[config.mk]
export PLATFORM = sky130hd
export DESIGN_NAME = rmp_axis
export DESIGN_NICKNAME = d
export VERILOG_FILES = /design/src/hw/rtl/rmp_pkg.sv /design/src/hw/rtl/rmp_axis.sv
export SDC_FILE = /design/constraint.sdc
export NUM_CORES = 1
export LEC_CHECK = 0
export BUFFER_PORTS_ARGS = -buffer_cell sky130_fd_sc_hd__clkbuf_2
export CORE_MARGIN = 2
export CORE_UTILIZATION = 35
export CTS_BUF_LIST = sky130_fd_sc_hd__clkbuf_8 sky130_fd_sc_hd__clkbuf_16
export CTS_CLUSTER_DIAMETER = 100
export DETAILED_ROUTE_END_ITERATION = 8
export PLACE_DENSITY_LB_ADDON = 0.2
export SETUP_SLACK_MARGIN = 0.15
export SYNTH_ARGS = -nofsm -noshare
export SYNTH_HDL_FRONTEND = slang
export SYNTH_SLANG_ARGS = --single-unit
export TNS_END_PERCENT = 30
[constraint.sdc]
create_clock -name i_clk -period 15.3 [get_ports i_clk]
set_input_delay 3.06 -clock i_clk [delete_from_list [all_inputs] [get_ports i_clk]]
set_output_delay 3.06 -clock i_clk [all_outputs]
set_load 0.05 [all_outputs]
[src/hw/rtl/rmp_pkg.sv]
`timescale 1ns / 1ps
// ----------------------------------------------------------------------------
// rmp_pkg: shared types and constants of the region mosaic block
// Payload structs, register indexes, operation codes and field widths.
// ----------------------------------------------------------------------------
package rmp_pkg;

    localparam int POS_W     = 9;   // column / row field width
    localparam int EXT_W     = 10;  // region extent width
    localparam int CELL_W    = 7;   // cell size width
    localparam int COORD_W   = 10;  // cell edge / centre coordinate width
    localparam int CFG_W     = 10;  // config data width (widest register)
    localparam int CFG_IDX_W = 2;
    localparam int CH_W      = 8;
    localparam int PIX_W     = 3 * CH_W;

    localparam int MAX_COLS_DEF = 512;
    localparam int MAX_ROWS_DEF = 512;

    localparam logic [EXT_W-1:0]  REGION_RESET = 10'd512;
    localparam logic [CELL_W-1:0] CELL_RESET   = 7'd18;

    // register indexes
    localparam logic [CFG_IDX_W-1:0] REG_REGION_W = 2'd0;
    localparam logic [CFG_IDX_W-1:0] REG_REGION_H = 2'd1;
    localparam logic [CFG_IDX_W-1:0] REG_CELL_W   = 2'd2;
    localparam logic [CFG_IDX_W-1:0] REG_CELL_H   = 2'd3;

    // operation codes
    localparam logic OP_WRITE = 1'b0;
    localparam logic OP_READ  = 1'b1;

    // makeup of the delay from an accepted read to its result strobe:
    // one divider step per position bit, then multiply, address, read, output
    localparam int RD_LATENCY = POS_W + 4;

    typedef struct packed {
        logic              op;
        logic [POS_W-1:0]  column;
        logic [POS_W-1:0]  row;
        logic [CH_W-1:0]   blue_in;
        logic [CH_W-1:0]   green_in;
        logic [CH_W-1:0]   red_in;
    } t_in;

    typedef struct packed {
        logic [CH_W-1:0] blue_out;
        logic [CH_W-1:0] green_out;
        logic [CH_W-1:0] red_out;
        logic            covered;
    } t_out;

    typedef struct packed {
        logic load;   // latch position and start a new division
        logic step;   // one restoring division step
        logic eval;   // register the rounded-up edge
    } t_axis_ctrl;

endpackage

[src/hw/rtl/rmp_axis.sv]
`timescale 1ns / 1ps
// ----------------------------------------------------------------------------
// rmp_axis: cell edge search along one axis
// Bit-serial restoring divide of a position by the cell size, then the
// winning cell edge and its centre.
// ----------------------------------------------------------------------------
module rmp_axis
    import rmp_pkg::*;
(
    input  logic               i_clk,
    input  t_axis_ctrl         i_ctrl,
    input  logic [POS_W-1:0]   i_pos,
    input  logic [CELL_W-1:0]  i_cell,
    input  logic [EXT_W-1:0]   i_extent,
    output logic               o_covered,
    output logic [COORD_W-1:0] o_centre
);

    localparam int UP_W = COORD_W + CELL_W;

    logic [POS_W-1:0]  r_pos;
    logic [POS_W-1:0]  r_quo;
    logic [CELL_W-1:0] r_rem;
    logic [UP_W-1:0]   r_up;

    logic [CELL_W:0]   rem_sh;
    logic              take;
    logic              cell_ok;
    logic              up_in;
    logic              on_edge;
    logic [COORD_W-1:0] edge_pos;

    assign rem_sh = {r_rem, r_quo[POS_W-1]};
    assign take   = rem_sh >= {1'b0, i_cell};

    always_ff @(posedge i_clk) begin
        if (i_ctrl.load) begin
            r_pos <= i_pos;
            r_quo <= i_pos;
            r_rem <= '0;
        end else if (i_ctrl.step) begin
            r_quo <= {r_quo[POS_W-2:0], take};
            r_rem <= take ? CELL_W'(rem_sh - {1'b0, i_cell}) : rem_sh[CELL_W-1:0];
        end
        if (i_ctrl.eval) begin
            r_up <= (UP_W'(r_quo) + UP_W'(1)) * UP_W'(i_cell);
        end
    end

    assign cell_ok  = (i_cell != '0) && (EXT_W'(r_pos) < i_extent);
    assign up_in    = r_up < UP_W'(i_extent);
    assign on_edge  = (r_pos >= POS_W'(i_cell)) && (r_rem == '0);
    assign edge_pos = up_in ? r_up[COORD_W-1:0] : COORD_W'(r_pos);

    assign o_covered = cell_ok && (up_in || on_edge);
    assign o_centre  = edge_pos - COORD_W'(i_cell[CELL_W-1:1]);

endmodule

# Yosys cells after proc, flatten, opt, wreduce, memory -nomap -nowiden

Index checks and enable logic that the tools add are counted.

Flip-flop bits (word level): 42
Bits in latches: 0
RAM bits: 0
ROM bits: 0
Logic and storage cells: 23
Memories: 0

Add/subtract/negate cells: 3
Multipliers: 1
Divide/modulo/power cells: 0
Order comparisons: 4
Equal/unequal tests: 0
Shift-type cells: 0
Muxes and demuxes: 4
Bitwise gates (word level): 0
Reduce and logical (&&, ||, !) cells: 7

Operator list:

| cell                   | count |
|---|---|
| $mux W9                | 2 |
| $lt A17 B10 Y1         | 1 |
| $mul A10 B7 Y17        | 1 |
| $add A9 B1 Y10 const B | 1 |
| $lt A9 B10 Y1          | 1 |
| $mux W10               | 1 |
| $sub A10 B6 Y10        | 1 |
| $ge A9 B7 Y1           | 1 |
| $ge A8 B7 Y1           | 1 |
| $logic_not A7 Y1       | 1 |
| $mux W7                | 1 |
| $reduce_bool A7 Y1     | 1 |
| $sub A7 B7 Y7          | 1 |
| $logic_and A1 B1 Y1    | 3 |
| $reduce_bool A2 Y1     | 1 |
| $logic_or A1 B1 Y1     | 1 |

# Logic depth before layout (Yosys ltp)

Word-level depth: 4
Gate-level depth with buffers: 19

# Least setup slack after synthesis

No wires, ideal clock.

Path kind: in2out
From: in i_extent[6]
To: out o_centre[9]
Arrival: 6.896 ns
Slack: 5.344 ns
Cell stages on the path: 14
Buffers on the path: 1
Cells stage by stage: inv_1 -> ha_1 -> and3_1 -> o2111ai_1 -> o21ai_2 -> buf_2 -> mux2_1 -> ha_1 -> nor2b_1 -> o31a_1 -> o41a_4 -> nor2_4 -> nand2_1 -> o32ai_1

Cells in the longest elaborated chain, start to end: 3

RTL lines:

| what               | RTL line       | text |
|---|---|---|
| start: declaration | rmp_axis.sv:14 | `input logic [EXT_W-1:0] i_extent,` |
| $lt A17 B10 Y1     | rmp_axis.sv:51 | `assign up_in = r_up < UP_W'(i_extent);` |
| $mux W10           | rmp_axis.sv:53 | `assign edge_pos = up_in ? r_up[COORD_W-1:0] : COORD_W'(r_pos);` |
| $sub A10 B6 Y10    | rmp_axis.sv:56 | `assign o_centre = edge_pos - COORD_W'(i_cell[CELL_W-1:1]);` |
| end: declaration   | rmp_axis.sv:16 | `output logic [COORD_W-1:0] o_centre` |

Every way passes these cells.

# Final worst setup path

From: in i_extent[1]
To: out o_centre[9]

Same word-level chain as after synthesis.

==> results.cfg <==
[placement]
pre_cts_ws_ns = 5.55
place.gp.congestion = 0.831
hpwl_um = 9880
port_buffers = 40

[cells_and_area]
num-fill-cells = 1468
nNetsFinal = 722
layout-drive-gt1-share_pct = 12.1
synthToLayoutAreaGrowth_pct = 10.9
antenna_cells = 0

[timing]
slew_headroom_pct = 50.4
fin_skew_ns = 0.0105
finalHoldViolations = 0
fin_crit_ns = 9.79
worst_pin_slew_ns = 0.741
fin_hold_ws_ns = 0.482
rsz0062_at_grt = false
fin_setup_tns_ns = 0
fmaxAchievable_mhz = 102
fin_ws_ns = 5.51
slew_violations = 0
setup_viol = 0
post-route-period-util_pct = 64.0

[yosys]
seq_area_frac_synth_pct = 23.1
synth_area_leaders = edfxtp_1 20%, ha_1 18%, fa_1 16%, inv_1 4.4%, nor2_1 4.4%
synth_top_area_share_pct = 20.4
yosys_warnings = 0
synth_edf_count = 35
netlist_instances = 535
synth_top_flop_cell = edfxtp_1
synthArstFlopShare_pct = 0
synth_nets = 679
synth_area_leader_cell = edfxtp_1
ys_seq_elements = 42
ys_types = 63
synth_area_um2 = 5150
synth_most_common_cell = ha_1
netlist_top_cells_count = 73 x ha_1, 61 x inv_1, 61 x nor2_1
avgSynthCellArea_um2 = 9.63

[global_route]
grt_pass1_vias = 4050
antenna_found_initial = 0
grt_remaining_overflow = 0
grt_usage_pct = 15.9
grt_pass1_wl_um = 20400
grt_max_degree = 25

[route]
wl_um = 12100
dr.pass1.iters = 5
num_vias = 4024
routed_via_density = 5.27
wire_per_inst_um = 15.9
ant_nets = 0
first_iter_violations = 190
drc = 0

[setup_path]
path_class = primary input to primary output
slowest_delay_ns = 0.58
critPathBufInv = 3
arrival_ns = 6.73
required_ns = 12.24
crit_path_end_kind = primary output
path_cells = clkbuf_2 -> inv_1 -> ha_1 -> o21ai_0 -> o21bai_1 -> a211oi_2 -> o21ai_2 -> mux2_1 -> ha_1 -> nor2b_1 -> o31a_1 -> o41a_4 -> nor2_4 -> nand2_1 -> o32ai_1 -> clkbuf_2
crit_path_start_kind = primary input
slowest_stage = o21ai_2
crit_fanout = 13
crit_family = compound AO/OA/AOI/OAI gates

[die]
die_w_um = 125
die_area_um2 = 15700
start_util_pct = 35.6
die_h_um = 125
design.core.area_um2 = 14500
ios = 41
core.rowCount = 44

[pwr]
power_density_nw_per_um2 = 149
leakage_nw = 2.63
ir_drop_mv = 0.0569

[cts]
cts_resized = 0
hold_buffers = 0
cts_buffer_depth = 2
tritoncts = done
clock_latency_ns = 0.29
clock_sinks = 42
cts_setup_buffers = 0
cts-buffers-inserted = 5
clk_pin_slew_ns = 0.06
cts_max_level = 2
root_buffer = clkbuf_16

[run]
max_cap_violations = 0

[min_path]
hold_path_class = flop to flop

[run_status]
outcome = complete, no violations
-- final cells by class --
class                   instances  area [um^2]  share of cell area (%)
repair buffers                 40          200                    3.50
inverters                      64          240                    4.20
clock buffers                   5          125                    2.19
clock inverters                 3         25.0                   0.438
flip-flops and latches         42         1190                    20.8
multi-input cells             425         3710                    64.8
well taps                     184          230                    4.03
-- sequential cells by signal, summed over array words and instances, names as in the netlist --
| name | flops |
|---|---|
| r_up | 17 |
| r_pos | 9 |
| r_quo | 9 |
| r_rem | 7 |
-- final timing paths --
check / start / cells past startpoint / end / slack [ns]
max reg2reg: r_quo[0] / 19 / r_up[15] / 9.54
min: r_rem[6] / 2 / r_rem[6] / 0.48
min reg2reg: r_rem[6] / 2 / r_rem[6] / 0.48
max: i_extent[1] / 16 / o_centre[9] / 5.51
-- report_power, final --
group / internal, mW / total (mW) / switching [mW]
Sequential: 0.173 / 0.195 / 0.0223
Clock: 0.0614 / 0.109 / 0.0478
Combinational: 0.230 / 0.546 / 0.316
-- placed cells by master (no fill, tap or decap), drive strengths merged, types with 5 or more instances in the layout --
cell type   n
a211oi      9
clkbuf     45
a21oi      15
nand2b     11
mux2i       5
nor2       63
edfxtp     35
nor2b       9
xor2       12
xnor2      17
dfxtp       7
ha         73
nor3       12
nand2      33
o21a        6
nor4        6
inv        62
and2       10
fa         41
o21ai      24
nand3      14
mux2       13
-- metal layers --
layer | GRT usage (%) | wire (um) | vias to the layer above
li1 | - | - | 1964
met1 | 22.1 | 5670 | 1957
met2 | 27.1 | 5860 | 86
met3 | 1.07 | 346 | 17
met4 | 4.31 | 236 | 0
met5 | 0 | 0 | -
-- metrics by stage --
step	utilization [%]	total power, mW	instance area [um^2]	instances
detailed placement	38.5	0.747	5570	755
global placement	38.5	0.739	5570	755
floorplan	-	0.630	5150	535
CTS	39.5	0.861	5720	763
global route	39.5	0.945	5720	763
finish	39.5	0.851	5720	763
-- logic make-up (layout without fill, tap and decap cells) --
| logic type | after synthesis | count (layout) | synth area share, % |
|---|---|---|---|
| adders and majority gates | 114 | 114 | 33.6 |
| buffers and inverters | 68 | 112 | 4.98 |
| muxes | 18 | 18 | 3.81 |
| and+or+nand+nor | 175 | 175 | 16.7 |
| AOI/OAI and AO/OA | 89 | 89 | 12.8 |
| xor gates and xnor gates | 29 | 29 | 4.93 |
| DFF | 42 | 42 | 23.1 |
-- tightest hold or removal path, delay by kind of cell, from the launching register on --
family / cells / cell delay [ns]
AND/OR/NAND/NOR: 1 / 0.06
flip-flops: 1 / 0.32
AO/OA/AOI/OAI: 1 / 0.05
No activity file was read; power rests on OpenSTA's default activity.
